--- src/hdl/ptd_pkg.sv ---
// ptd_pkg: shared types and constants for the presence timeout detector.
// No dependencies; imported by every module of the block.

package ptd_pkg;

    localparam int TS_W        = 32;
    localparam int CFG_IDX_W   = 2;
    localparam int IN_TDATA_W  = 40;
    localparam int OUT_TDATA_W = 8;

    // register indexes on the config port
    localparam logic [CFG_IDX_W-1:0] REG_HOLD_TIMEOUT = 2'd0;
    localparam logic [CFG_IDX_W-1:0] REG_STABILIZE    = 2'd1;
    localparam logic [CFG_IDX_W-1:0] REG_COOLDOWN     = 2'd2;
    localparam logic [CFG_IDX_W-1:0] REG_BOOT_TIME    = 2'd3;

    localparam logic [TS_W-1:0] HOLD_TIMEOUT_RST = 32'd30000;
    localparam logic [TS_W-1:0] STABILIZE_RST    = 32'd5000;
    localparam logic [TS_W-1:0] COOLDOWN_RST     = 32'd300000;
    localparam logic [TS_W-1:0] BOOT_TIME_RST    = 32'd0;

    // event codes
    localparam logic [1:0] EV_NONE     = 2'd0;
    localparam logic [1:0] EV_RISING   = 2'd1;
    localparam logic [1:0] EV_TIMEDOUT = 2'd2;
    localparam logic [1:0] EV_CANCELED = 2'd3;

    typedef struct packed {
        logic [TS_W-1:0] hold_timeout_ms;
        logic [TS_W-1:0] settle_ms;
        logic [TS_W-1:0] alert_gap_ms;
        logic [TS_W-1:0] boot_time_ms;
    } cfg_t;

    typedef struct packed {
        logic            consume_latch;
        logic            level;
        logic [TS_W-1:0] now_ms;
    } poll_t;

    typedef struct packed {
        logic       latch_was_set;
        logic [1:0] event_res;
    } result_t;

endpackage

--- src/hdl/ptd_cfg_regs.sv ---
// ptd_cfg_regs: configuration register file of the presence timeout detector.
// Depends on ptd_pkg.

module ptd_cfg_regs
    import ptd_pkg::*;
(
    input  logic                  clk,
    input  logic                  rst_n,
    input  logic                  cfg_we,
    input  logic [CFG_IDX_W-1:0]  cfg_index,
    input  logic [TS_W-1:0]       cfg_wdata,
    output cfg_t                  cfg
);

    cfg_t cfg_reg;
    cfg_t cfg_next;

    always_comb
    begin
        cfg_next = cfg_reg;
        if (cfg_we)
        begin
            case (cfg_index)
                REG_HOLD_TIMEOUT: cfg_next.hold_timeout_ms = cfg_wdata;
                REG_STABILIZE:    cfg_next.settle_ms       = cfg_wdata;
                REG_COOLDOWN:     cfg_next.alert_gap_ms    = cfg_wdata;
                REG_BOOT_TIME:    cfg_next.boot_time_ms    = cfg_wdata;
                default:          cfg_next = cfg_reg;
            endcase
        end
    end

    always_ff @(posedge clk or negedge rst_n)
    begin
        if (!rst_n)
        begin
            cfg_reg.hold_timeout_ms <= HOLD_TIMEOUT_RST;
            cfg_reg.settle_ms       <= STABILIZE_RST;
            cfg_reg.alert_gap_ms    <= COOLDOWN_RST;
            cfg_reg.boot_time_ms    <= BOOT_TIME_RST;
        end
        else
        begin
            cfg_reg <= cfg_next;
        end
    end

    assign cfg = cfg_reg;

endmodule

--- src/hdl/ptd_eval.sv ---
// ptd_eval: detector state and the per-poll decision logic.
// Depends on ptd_pkg; state advances only on the update strobe.

module ptd_eval
    import ptd_pkg::*;
(
    input  logic    clk,
    input  logic    rst_n,
    input  cfg_t    cfg,
    input  poll_t   item,
    input  logic    update,
    output result_t res
);

    logic            prev_level_reg, prev_level_next;
    logic            win_open_reg, win_open_next;
    logic [TS_W-1:0] win_start_reg, win_start_next;
    logic [TS_W-1:0] last_alert_reg, last_alert_next;
    logic            latched_reg, latched_next;

    logic [TS_W-1:0] since_boot;
    logic [TS_W-1:0] held;
    logic [TS_W-1:0] since_alert;
    logic            settling;
    logic            hold_ok;
    logic            cool_ok;
    logic            latch_after;
    logic [1:0]      ev;

    // all differences wrap modulo 2^32
    assign since_boot  = item.now_ms - cfg.boot_time_ms;
    assign held        = item.now_ms - win_start_reg;
    assign since_alert = item.now_ms - last_alert_reg;
    assign settling    = since_boot < cfg.settle_ms;
    assign hold_ok     = held >= cfg.hold_timeout_ms;
    // last alert of zero reads as never alerted
    assign cool_ok     = (last_alert_reg == '0) || (since_alert >= cfg.alert_gap_ms);

    always_comb
    begin
        prev_level_next = item.level;
        win_open_next   = win_open_reg;
        win_start_next  = win_start_reg;
        last_alert_next = last_alert_reg;
        latch_after     = latched_reg;
        ev              = EV_NONE;
        if (!settling)
        begin
            if (!prev_level_reg && item.level)
            begin
                win_open_next  = 1'b1;
                win_start_next = item.now_ms;
                ev             = EV_RISING;
            end
            else if (win_open_reg)
            begin
                if (item.level && hold_ok && cool_ok)
                begin
                    latch_after     = 1'b1;
                    last_alert_next = item.now_ms;
                    ev              = EV_TIMEDOUT;
                end
                else if (!item.level)
                begin
                    win_open_next = 1'b0;
                    ev            = EV_CANCELED;
                end
            end
        end
        latched_next      = latch_after & ~item.consume_latch;
        res.event_res     = ev;
        res.latch_was_set = latch_after & item.consume_latch;
    end

    always_ff @(posedge clk or negedge rst_n)
    begin
        if (!rst_n)
        begin
            prev_level_reg <= 1'b0;
            win_open_reg   <= 1'b0;
            win_start_reg  <= '0;
            last_alert_reg <= '0;
            latched_reg    <= 1'b0;
        end
        else if (update)
        begin
            prev_level_reg <= prev_level_next;
            win_open_reg   <= win_open_next;
            win_start_reg  <= win_start_next;
            last_alert_reg <= last_alert_next;
            latched_reg    <= latched_next;
        end
    end

endmodule

--- src/hdl/presence_timeout_detector.sv ---
// presence_timeout_detector: top level, input register, evaluation, result register.
// Depends on ptd_pkg, ptd_cfg_regs and ptd_eval.
//
//   channel   direction  handshake          payload
//   s_*       in         s_tvalid/s_tready  s_tdata: now_ms, level, consume_latch
//   m_*       out        m_tvalid/m_tready  m_tdata: event_res, latch_was_set
//   cfg_*     in         cfg_we             cfg_index, cfg_wdata
//
// One poll per clock unless the output stalls; a poll passes input, then result register.
// The input register feeds the decision logic, which writes the result register
// and the detector state in the same edge.
// A stalled output holds its beat; the input register still takes one more beat.
// rst_n clears both valid flags and the detector state and reloads the config defaults.

module presence_timeout_detector
    import ptd_pkg::*;
(
    input  logic                   clk,
    input  logic                   rst_n,
    input  logic                   s_tvalid,
    output logic                   s_tready,
    input  logic [IN_TDATA_W-1:0]  s_tdata,   // [31:0] now_ms, [32] level, [33] consume_latch
    output logic                   m_tvalid,
    input  logic                   m_tready,
    output logic [OUT_TDATA_W-1:0] m_tdata,   // [1:0] event_res, [2] latch_was_set
    input  logic                   cfg_we,
    input  logic [CFG_IDX_W-1:0]   cfg_index,
    input  logic [TS_W-1:0]        cfg_wdata
);

    cfg_t    cfg;
    poll_t   in_item_reg;
    logic    in_valid_reg, in_valid_next;
    result_t out_res_reg;
    result_t res;
    logic    out_valid_reg, out_valid_next;
    logic    move;
    logic    accept;

    ptd_cfg_regs u_cfg_regs (
        .clk       (clk),
        .rst_n     (rst_n),
        .cfg_we    (cfg_we),
        .cfg_index (cfg_index),
        .cfg_wdata (cfg_wdata),
        .cfg       (cfg)
    );

    ptd_eval u_eval (
        .clk    (clk),
        .rst_n  (rst_n),
        .cfg    (cfg),
        .item   (in_item_reg),
        .update (move),
        .res    (res)
    );

    assign move     = in_valid_reg && (!out_valid_reg || m_tready);
    assign s_tready = !in_valid_reg || move;
    assign accept   = s_tvalid && s_tready;

    assign in_valid_next  = accept || (in_valid_reg && !move);
    assign out_valid_next = move || (out_valid_reg && !m_tready);

    always_ff @(posedge clk or negedge rst_n)
    begin
        if (!rst_n)
        begin
            in_valid_reg  <= 1'b0;
            out_valid_reg <= 1'b0;
        end
        else
        begin
            in_valid_reg  <= in_valid_next;
            out_valid_reg <= out_valid_next;
        end
    end

    always_ff @(posedge clk)
    begin
        if (accept)
        begin
            in_item_reg <= s_tdata[TS_W+1:0];
        end
        if (move)
        begin
            out_res_reg <= res;
        end
    end

    assign m_tvalid = out_valid_reg;
    assign m_tdata  = {{(OUT_TDATA_W-3){1'b0}}, out_res_reg};

endmodule

--- config.mk ---
export PLATFORM = sky130hd
export DESIGN_NAME = presence_timeout_detector
export DESIGN_NICKNAME = d
export VERILOG_FILES = /design/src/hdl/ptd_pkg.sv /design/src/hdl/ptd_cfg_regs.sv /design/src/hdl/ptd_eval.sv /design/src/hdl/presence_timeout_detector.sv
export SDC_FILE = /design/constraint.sdc
export NUM_CORES = 1
export LEC_CHECK = 0
export ABC_CLOCK_PERIOD_IN_PS = 8300
export BUFFER_PORTS_ARGS = -buffer_cell sky130_fd_sc_hd__buf_2
export CAP_MARGIN = 20
export CELL_PAD_IN_SITES_DETAIL_PLACEMENT = 0
export CELL_PAD_IN_SITES_GLOBAL_PLACEMENT = 1
export CORE_AREA = 2 2 176 178
export DETAILED_ROUTE_END_ITERATION = 8
export DIE_AREA = 0 0 178 180
export GPL_TIMING_DRIVEN = 0
export PLACE_DENSITY_LB_ADDON = 0.05
export SLEW_MARGIN = 20
export SYNTH_ARGS = -nofsm -noshare
export SYNTH_HDL_FRONTEND = slang
export SYNTH_HIERARCHICAL = 1
export SYNTH_SLANG_ARGS = --single-unit
--- constraint.sdc ---
create_clock -name clk -period 8.3 [get_ports clk]
set_input_delay 0.415 -clock clk [delete_from_list [all_inputs] [get_ports clk]]
set_output_delay 0.415 -clock clk [all_outputs]
set_load 0.05 [all_outputs]
# After elaboration in Yosys (flattened, before gate mapping)
# Cells that the tools add are included.
dict set report totals {
  register_bits 234
  inputBits 79
  output_inout_bits 10
  elab_cells 71
}
dict set report classes {
  addsub 3
  n_lt_le_gt_ge 3
  n_eq_ne 3
  mux 12
  bitwise 6
  reduce_logical 27
}
# operator n
set ops {}
lappend ops {{subtractor 32 bit} 3}
lappend ops {{>= comparator 32 bit} 2}
lappend ops {{logical NOT 32 bit} 1}
lappend ops {{less-than comparator 32 bit} 1}
lappend ops {{two-way mux 1 bit} 10}
lappend ops {{AND reduction 2 bit} 5}
lappend ops {{logical AND 1 bit} 7}
lappend ops {{logical NOT 1 bit} 5}
lappend ops {{logical OR 1 bit} 5}
lappend ops {{AND reduction 5 bit} 1}
lappend ops {{equality test 2 bit (second input constant)} 2}
lappend ops {{two-way mux 2 bit} 2}
lappend ops {{inverter 1 bit} 4}
lappend ops {{AND reduction 3 bit} 1}
lappend ops {{OR reduction 3 bit} 1}
lappend ops {{bitwise AND 1 bit} 2}
lappend ops {{equality test 2 x 1 -> 1 bit (second input constant)} 1}
lappend ops {{logical NOT 2 bit} 1}

# Depth between registers and ports, before layout
# Gate-level depths: netlist of the first run.
dict set report logic_depth {
  ltp_word 9
  ltp_mapped 25
}

# Modules after synthesis
# The synthesis of the first run kept the hierarchy.
# mod n_inst cells_per_inst area_each_um2
set modules_own_cells {}
lappend modules_own_cells {ptd_eval 1 1216 10077.2}
lappend modules_own_cells {ptd_cfg_regs 1 272 4769.6}
lappend modules_own_cells {presence_timeout_detector 1 51 1256.2}

# Worst setup path after synthesis of the first run
# OpenSTA, ideal clock, no wires.
dict set report synth_path {
  kind {reg-to-reg}
  startpoint {reg in_item_reg[0] (netlist name)}
  endpoint {reg u_eval.last_alert_reg[10]}
  setup_ns 0.125
  arrival_time_ns 4.631
  required_ns 8.175
  path_slack_ns 3.544
  stages_incl_launch_ff 22
  path_cell_list {edfxtp_1 > inv_1 > ha_1 > inv_1 > fa_1 > a211oi_2 > o21ai_1 > a2111oi_0 > o21ai_1 > a21oi_2 > o21ai_1 > a21o_1 > a311oi_2 > xnor2_1 > ha_1 > nand2_1 > or4_1 > a21oi_1 > o311ai_1 > nor2_2 > buf_6 > mux2_2}
}
dict set report synth_via {
  elab_chain_cells 5
  elab_cells_between_ends 11
}
# item line
set synth_lines {}
lappend synth_lines {{start, declared} presence_timeout_detector.sv:32} ;# poll_t in_item_reg;
lappend synth_lines {{start signal, assigned} presence_timeout_detector.sv:83} ;# in_item_reg <= s_tdata[TS_W+1:0];
lappend synth_lines {{subtractor 32 bit (on tied branches)} {ptd_eval.sv:32, ptd_eval.sv:33}}
lappend synth_lines {{>= comparator 32 bit (on tied branches)} {ptd_eval.sv:35, ptd_eval.sv:37}}
lappend synth_lines {{logical AND 1 bit / logical OR 1 bit (equally long branches)} {ptd_eval.sv:57, ptd_eval.sv:37}}
lappend synth_lines {{logical AND 1 bit} ptd_eval.sv:57} ;# if (item.level && hold_ok && cool_ok)
lappend synth_lines {{AND reduction 5 bit (no source line) (*)} --}
lappend synth_lines {{end signal, assigned} ptd_eval.sv:90} ;# last_alert_reg <= last_alert_next;
lappend synth_lines {{end, declared} ptd_eval.sv:18} ;# logic [TS_W-1:0] last_alert_reg, last_alert_next;
# Mark *: on every way between the ends. The rest lies on a longest branch, timed or not.
# A chain may end at the register's enable or synchronous reset.

# Worst setup path after layout of the first run
dict set report layout_path {
  startpoint {reg in_item_reg[0] (netlist name)}
  endpoint {reg u_eval.last_alert_reg[14]}
}
# The elaborated chain is that of the path after synthesis.

==> results of run 1 <==
worst max-delay path by stage:
stage,start,endpoint,slack [ns],depth (start not counted)
CTS,in_item_reg[0],u_eval/last_alert_reg[21],1.87,21
global route,in_item_reg[0],u_eval/last_alert_reg[14],1.54,21
floorplan,in_item_reg[0],u_eval/last_alert_reg[10],3.54,21
detailed placement,in_item_reg[0],u_eval/last_alert_reg[14],1.93,21
finish,in_item_reg[0],u_eval/last_alert_reg[14],1.84,21
global placement,in_item_reg[0],u_eval/last_alert_reg[18],1.99,21
routing by layer:
| metal | GRT usage, % | share of wire (%) | up-vias | wire length (microns) |
|---|---|---|---|---|
| met3 | 2.56 | 4.2 | 46 | 1670 |
| met1 | 37.1 | 49 | 5540 | 19500 |
| li1 | - | - | 5682 | - |
| met5 | 0 | 0 | - | 0 |
| met2 | 39.8 | 45 | 206 | 17600 |
| met4 | 5.34 | 2.0 | 0 | 806 |
kinds of logic after synthesis:
family | after synthesis | synth area share, %
and+or+nand+nor | 237 | 7.64
adders and majority gates | 191 | 15.0
DFF | 234 | 37.7
AOI/OAI and AO/OA | 345 | 14.3
xor gates and xnor gates | 83 | 4.51
other | 1 | 0.0233
muxes | 193 | 14.2
buffers and inverters | 255 | 6.69
layout make-up:
type                       instances  area share (%)
multi-input combinational       1054            49.9
sequential                       234            33.7
inverter                         217            4.53
clock buffer                      34            4.20
tap                              396            2.76
timing repair buffer              80            2.56
buffer                            38            1.46
clock inverter                    19           0.808
repair_timing:
action | in CTS | in global routing
endpoints found under the setup margin | 0 | 0
hold endpoints to repair | 31 | 0
hold buffers | 1 | 0
power by group through the flow:
| stage | Combinational [mW] | Clock [mW] | Sequential [mW] |
|---|---|---|---|
| after global routing | 3.56 | 1.29 | 1.67 |
| after CTS | 3.18 | 1.23 | 1.63 |
| after detailed placement | 3.15 | 0 | 1.65 |
| after floorplan | 2.39 | 0 | 1.60 |
| final | 3.19 | 1.20 | 1.63 |
| after global placement | 3.09 | 0 | 1.64 |
through the flow:
stage                     util [%]  std cells  setup slack (ns)  area (sq um)
after floorplan                  -       1543              3.54         16100
after global placement        56.3       2016              1.99         17000
after detailed placement      56.5       2018              1.93         17100
after CTS                     59.5       2072              1.87         18000
after global routing          59.5       2072              1.54         18000
final                         59.5       2072              1.84         18000
cells in the mapped netlist (all sizes together) (22+ instances only):
library cell	count	area (sq um)
xor2	23	201
a21oi	107	539
nand3	22	110
ha	188	2350
nand4	30	188
nor2	60	228
xnor2	60	526
o21ai	53	265
dfrtp	177	4430
mux2	193	2290
edfxtp	37	1110
nand2	49	184
buf	24	210
a21o	81	608
inv	217	815
==> summary.md, run 1 <==
| Metric | Value |
|---|---|
| Status | `finished clean` |
| WP data required | `8.72 ns` |
| Worst hold path type | `in -> reg` |
| Hold_ws | `0.0449 ns` |
| Layout area overhead | `11.6%` |
| Hold Fails Final Rpt | `0` |
| Yosys reg bits | `roughly 230` |
| Critical path, cell by cell | `inv_1, ha_1, inv_1, fa_1, a211oi_2, o21ai_1, a2111oi_0, o21ai_1, a21oi_2, o21ai_1, a21o_1, a311oi_2, xnor2_1, ha_1, nand2_1, or4_1, a21oi_1, o311ai_1, nor2_2, buf_6, mux2_2` |
| Post_cts resized | `0` |
| Row cnt | `64` |
| Most common library cell in the layout ignoring fill and taps | `inv_1` |
| Sw Ratio | `40.2%` |
| Seq. cell area | `6070 sq um` |
| Hold-critical path endpoint | `in_item_reg[0]` |
| Root Driver | `clkbuf_16` |
| Final ANT Viol Nets | `0` |
| Delay-heaviest family, CP | `compound AO/OA/AOI/OAI gates` |
| Fillers | `2664` |
| Clk buf depth | `3` |
| Post-CTS Setup Inserts | `0` |
| Reg-to-Reg End | `u_eval/last_alert_reg[14]` |
| Max transition margin | `40.8%` |
| Drt first pass iters | `5` |
| Post-Route WL | `39.6 mm` |
| Worst Hold Path Cells | `1` |
| P_int | `3.61 mW` |
| Setup Skew | `0.0176 ns` |
| CP dominant cell by count | `o21ai_1` |
| # diodes | `0` |
| Unrepaired setup endpoints after global routing | `false` |
| Layout Nets | `a little under 2000` |
| Clock Sinks | `roughly 230` |
| Final Setup Violations | `0` |
| Vias per cell | `5.54` |
| Leakage | `8.73 nW` |
| Crit path kind | `reg -> reg` |
| Die height | `180 microns` |
| Critical path arrival | `6.88 ns` |
| Clock Pin Slew Worst Setup and Hold Paths | `0.06 ns` |
| R2R Setup Slk | `1.84 ns` |
| IO Pins | `around 90` |
| Depth of the most critical reg-to-reg path | `21` |
| Die area | `32000 sq um` |
| Yosys warning count | `6` |
| Routability congestion estimate | `0.845` |
| Via count | `11500` |
| Crit-path max FO | `10` |
| DR iter-0 viols | `544` |
| Startpoint Class | `register` |
| Post-route DRC | `0` |
| Area of the multi-input gates | `8970 sq um` |
| Final min period | `6.46 ns` |
| Clock share of power | `19.9%` |
| Die W | `178 microns` |
| Total power | `6.02 mW` |
| Final period utilization | `between 70% and 80%` |
| Tot GR Track Use | `25.1%` |
| Synth Flop Type | `dfrtp_1` |
| Most frequent cells in the layout | `inv_1, ha_1, dfrtp_1` |
| Gr ovfl total | `0` |
| CP max stage delay | `a little over 0.6 ns` |
| Synthesized area per cell | `10.5 sq um` |
| Tightest Pin Transition | `between 0.8 and 0.9 ns` |
| Sequential fraction of the synthesis area | `37.7%` |
| Worst-Skew Late Latency | `about 0.55 ns` |
| I/O Buffers | `77` |
| Initial antenna violation count | `0` |
| Endpoint type of the worst setup path | `register` |
| Setup total negative slack | `0 ns` |
| Hold_sp | `s_tdata[0]` |
| Worst vdd ir | `161 uV` |
| Synth Instances | `1539` |
| Power Density | `between 300 and 400 nW/um^2` |
| Initial core utilization | `between 50% and 60%` |
| Number of synthesized flops with an enable pin | `37` |
| Async set-reset flop share out of synthesis | `a little over four fifths` |
| Sw Pwr | `2.42 mW` |
| Max_cap viols | `0` |
| Synth cell types | `78` |
| Sequential power share | `a little over a quarter` |
| Gate power share | `53.0%` |
| H-tree Lvls | `1` |
| Largest net degree at the start of global routing | `86` |
| Slowest CP cell | `or4_1` |
| Fin. max-slew vios | `0` |
| Share of cells above drive strength 1 | `22.6%` |
| Area of the mapped netlist | `16100 sq um` |
| HPWL Detailed | `30.4 mm` |
| Worst flop-to-flop path startpoint | `in_item_reg[0]` |
| Vias in the first global route | `11400` |
| CTS tree | `yes` |
| Worst path bufs/invs | `3` |
| Max FFs per register | `128` |
| Global-route wire length before repair | `62.4 mm` |
| Wire length per cell | `approximately 19 microns` |
| CORE AREA | `just over 30000 sq um` |
| Fmax | `155 MHz` |
| CTS Buf Count | `29` |
Power figures use the tool's default switching activity.
==> inputs of run 2 (changes only) <==
- ABC_AREA: not set -> 1
- ABC_CLOCK_PERIOD_IN_PS: 8300 -> 5750
- CORE_AREA: 2 2 176 178 -> 2 2 205 207
- DIE_AREA: 0 0 178 180 -> 0 0 207 209
- clock period: 8.3 -> 5.75 ns (I/O delays scaled with it)
==> summary.md, run 2 <==
| Metric | Value |
|---|---|
| Most frequent cells in the layout | `nand2_1, inv_1, ha_1 (was inv_1, ha_1, dfrtp_1)` |
| Synth Flop Type | `dfrtp_1 (unchanged)` |
| Yosys warning count | `6 (unchanged)` |
| IO Pins | `89 (unchanged)` |
| Clock Sinks | `234 (unchanged)` |
| CORE AREA | `41300 sq um (was 30200 sq um)` |
| WP data required | `6.26 ns (was 8.72 ns)` |
| Final ANT Viol Nets | `0 (unchanged)` |
| Clock Pin Slew Worst Setup and Hold Paths | `0.06 ns (about the same)` |
| Final Setup Violations | `0 (unchanged)` |
| Crit-path max FO | `10 (unchanged)` |
| Worst Hold Path Cells | `3 (was 1)` |
| Fmax | `206 MHz (was 155 MHz)` |
| CTS Buf Count | `29 (unchanged)` |
| Sequential fraction of the synthesis area | `35.4% (was 37.7%)` |
| Vias per cell | `5.08 (was 5.54)` |
| Worst-Skew Late Latency | `0.58 ns (was 0.55 ns)` |
| Core Util, Final | `48.4% (was 59.5%)` |
| Max FFs per register | `128 (unchanged)` |
| Cell total after placement | `2924 (was 2018)` |
| Setup Skew | `0.0159 ns (was 0.0176 ns)` |
| Max_cap viols | `0 (unchanged)` |
| Hold buffers post-CTS | `62 (was 1)` |
| Worst vdd ir | `249 uV (was 161 uV)` |
| Async set-reset flop share out of synthesis | `84.2% (unchanged)` |
| Vias in the first global route | `15600 (was 11400)` |
| Post-Route WL | `54.1 mm (was 39.6 mm)` |
| Leakage | `10.1 nW (was 8.73 nW)` |
| Drt first pass iters | `5 (unchanged)` |
| Fin. max-slew vios | `0 (unchanged)` |
| CP max stage delay | `0.40 ns (was 0.61 ns)` |
| Largest net degree at the start of global routing | `90 (was 86)` |
| Endpoint type of the worst setup path | `register (unchanged)` |
| Post-CTS Setup Inserts | `0 (unchanged)` |
| Total power | `8.77 mW (was 6.02 mW)` |
| Synth area leader | `dfrtp_1 (unchanged)` |
| Die height | `209 microns (was 180 microns)` |
| Tot GR Track Use | `24.9% (was 25.1%)` |
| Number of synthesized flops with an enable pin | `37 (unchanged)` |
| Synth Instances | `2302 (was 1539)` |
| Row cnt | `75 (was 64)` |
| Power Density | `439 nW/um^2 (was 335 nW/um^2)` |
| Unrepaired setup endpoints after global routing | `false (unchanged)` |
| Synthesized area per cell | `7.44 sq um (was 10.5 sq um)` |
| DR iter-0 viols | `657 (was 544)` |
| Final min period | `4.85 ns (was 6.46 ns)` |
| Synth cell types | `44 (was 78)` |
| Layout area overhead | `16.6% (was 11.6%)` |
| Layout Nets | `2748 (was 1924)` |
| Root Driver | `clkbuf_16 (unchanged)` |
| Synth top area share | `25.9% (was 27.5%)` |
| Slowest CP cell | `edfxtp_1 (was or4_1)` |
| Via count | `15500 (was 11500)` |
| Max transition margin | `36.6% (was 40.8%)` |
| Final std cells w/o fill | `3040 (was 2072)` |
| Depth of the most critical reg-to-reg path | `28 (was 21)` |
| Yosys reg bits | `234 (unchanged)` |
| Die W | `207 microns (was 178 microns)` |
| HPWL Detailed | `43.7 mm (was 30.4 mm)` |
| Final period utilization | `84.3% (was 77.9%)` |
| I/O Buffers | `76 (was 77)` |
| Clk buf depth | `3 (unchanged)` |
| H-tree Lvls | `1 (unchanged)` |
| Hold Fails Final Rpt | `0 (unchanged)` |
| CTS tree | `yes (unchanged)` |
| Most frequent cell after synthesis | `nand2_1 (was inv_1)` |
| Area of the mapped netlist | `17100 sq um (was 16100 sq um)` |
| Worst hold path type | `in -> reg (unchanged)` |
| Most common library cell in the layout ignoring fill and taps | `nand2_1 (was inv_1)` |
| Crit path kind | `reg -> reg (unchanged)` |
| Status | `finished clean (unchanged)` |
| Routability congestion estimate | `0.922 (was 0.845)` |
| Setup total negative slack | `0 ns (unchanged)` |
| Critical path arrival | `5.35 ns (was 6.88 ns)` |
| Initial core utilization | `41.5% (was 53.3%)` |
| Share of cells above drive strength 1 | `8.80% (was 22.6%)` |
| Gr ovfl total | `0 (unchanged)` |
| Wire length per cell | `17.8 microns (was 19.1 microns)` |
| Post_cts resized | `0 (unchanged)` |
| CP dominant cell by count | `nand2_1 (was o21ai_1)` |
| Post-synth top cells | `nand2_1, inv_1, ha_1 (was inv_1, ha_1, dfrtp_1)` |
| Startpoint Class | `register (unchanged)` |
| Tightest Pin Transition | `0.950 ns (was 0.884 ns)` |
| Post-route DRC | `0 (unchanged)` |
| Global-route wire length before repair | `84.4 mm (was 62.4 mm)` |
| Die area | `43300 sq um (was 32000 sq um)` |
| # diodes | `0 (unchanged)` |
| Synth top area cells | `dfrtp_1, nand2_1, ha_1 (was dfrtp_1, ha_1, mux2_2)` |
| Initial antenna violation count | `0 (unchanged)` |
| Hold_ws | `0.0212 ns (was 0.0449 ns)` |
-- run 2: worst paths after layout --
path | end | slack [ns] | from
setup / recovery | u_eval/last_alert_reg[21] | 0.90 | in_item_reg[0]
hold / removal | u_cfg_regs/cfg[121] | 0.02 | cfg_wdata[25]
setup reg to reg | u_eval/last_alert_reg[21] | 0.90 | in_item_reg[0]
hold reg to reg | u_cfg_regs/cfg[72] | 0.46 | u_cfg_regs/cfg[72]
max in group asynchronous | u_cfg_regs/cfg[40] | 4.43 | rst_n
min in group asynchronous | u_eval/last_alert_reg[3] | 0.17 | rst_n
-- run 2: area by class of cell --
cell class	count	area (sq um)
buffer	72	378
clock buffer	36	782
clock inverter	18	283
fill	4253	21300
inverter	330	1240
multi-input combinational	1670	9460
sequential	234	6070
tap	539	674
timing repair buffer	141	1090
-- run 2: cell families after synthesis --
family | after synthesis | synth area share [%]
simple gates | 1036 | 25.6
xor+xnor | 83 | 4.24
fa+ha+maj | 191 | 14.1
buf+inv | 402 | 9.44
other cells | 1 | 0.0219
compound gates | 355 | 11.2
flops | 234 | 35.4
-- run 2: stage by stage --
step / worst slack [ns] / cell area [sq um]
global route: 0.388 / 20000
finish: 0.902 / 20000
CTS: 0.811 / 20000
floorplan: 2.27 / 17100
global placement: 0.796 / 18200
detailed placement: 0.832 / 18300
-- run 2: critical path, delay by kind of cell, from the launching register on --
kind	cells	cell delay, ns
xor gates and xnor gates	1	0.17
AOI/OAI and AO/OA	2	0.64
DFF	1	0.40
adders and majority gates	3	0.85
and+or+nand+nor	17	2.15
buffers and inverters	5	0.56
-- run 2: metal layers --
layer	track usage (%)	vias up	share of wire (%)	wire, microns
li1	-	7895	-	-
met1	33.6	7191	47	25300
met2	42.2	270	46	25100
met3	2.46	94	3.2	1750
met4	8.05	0	3.4	1860
met5	0	-	0	0
-- run 2: where the power goes --
group | total [mW] | internal (mW) | switching (mW)
sequential | 2.29 | 2.05 | 0.237
combinational | 4.45 | 1.67 | 2.78
clock | 2.04 | 1.28 | 0.763
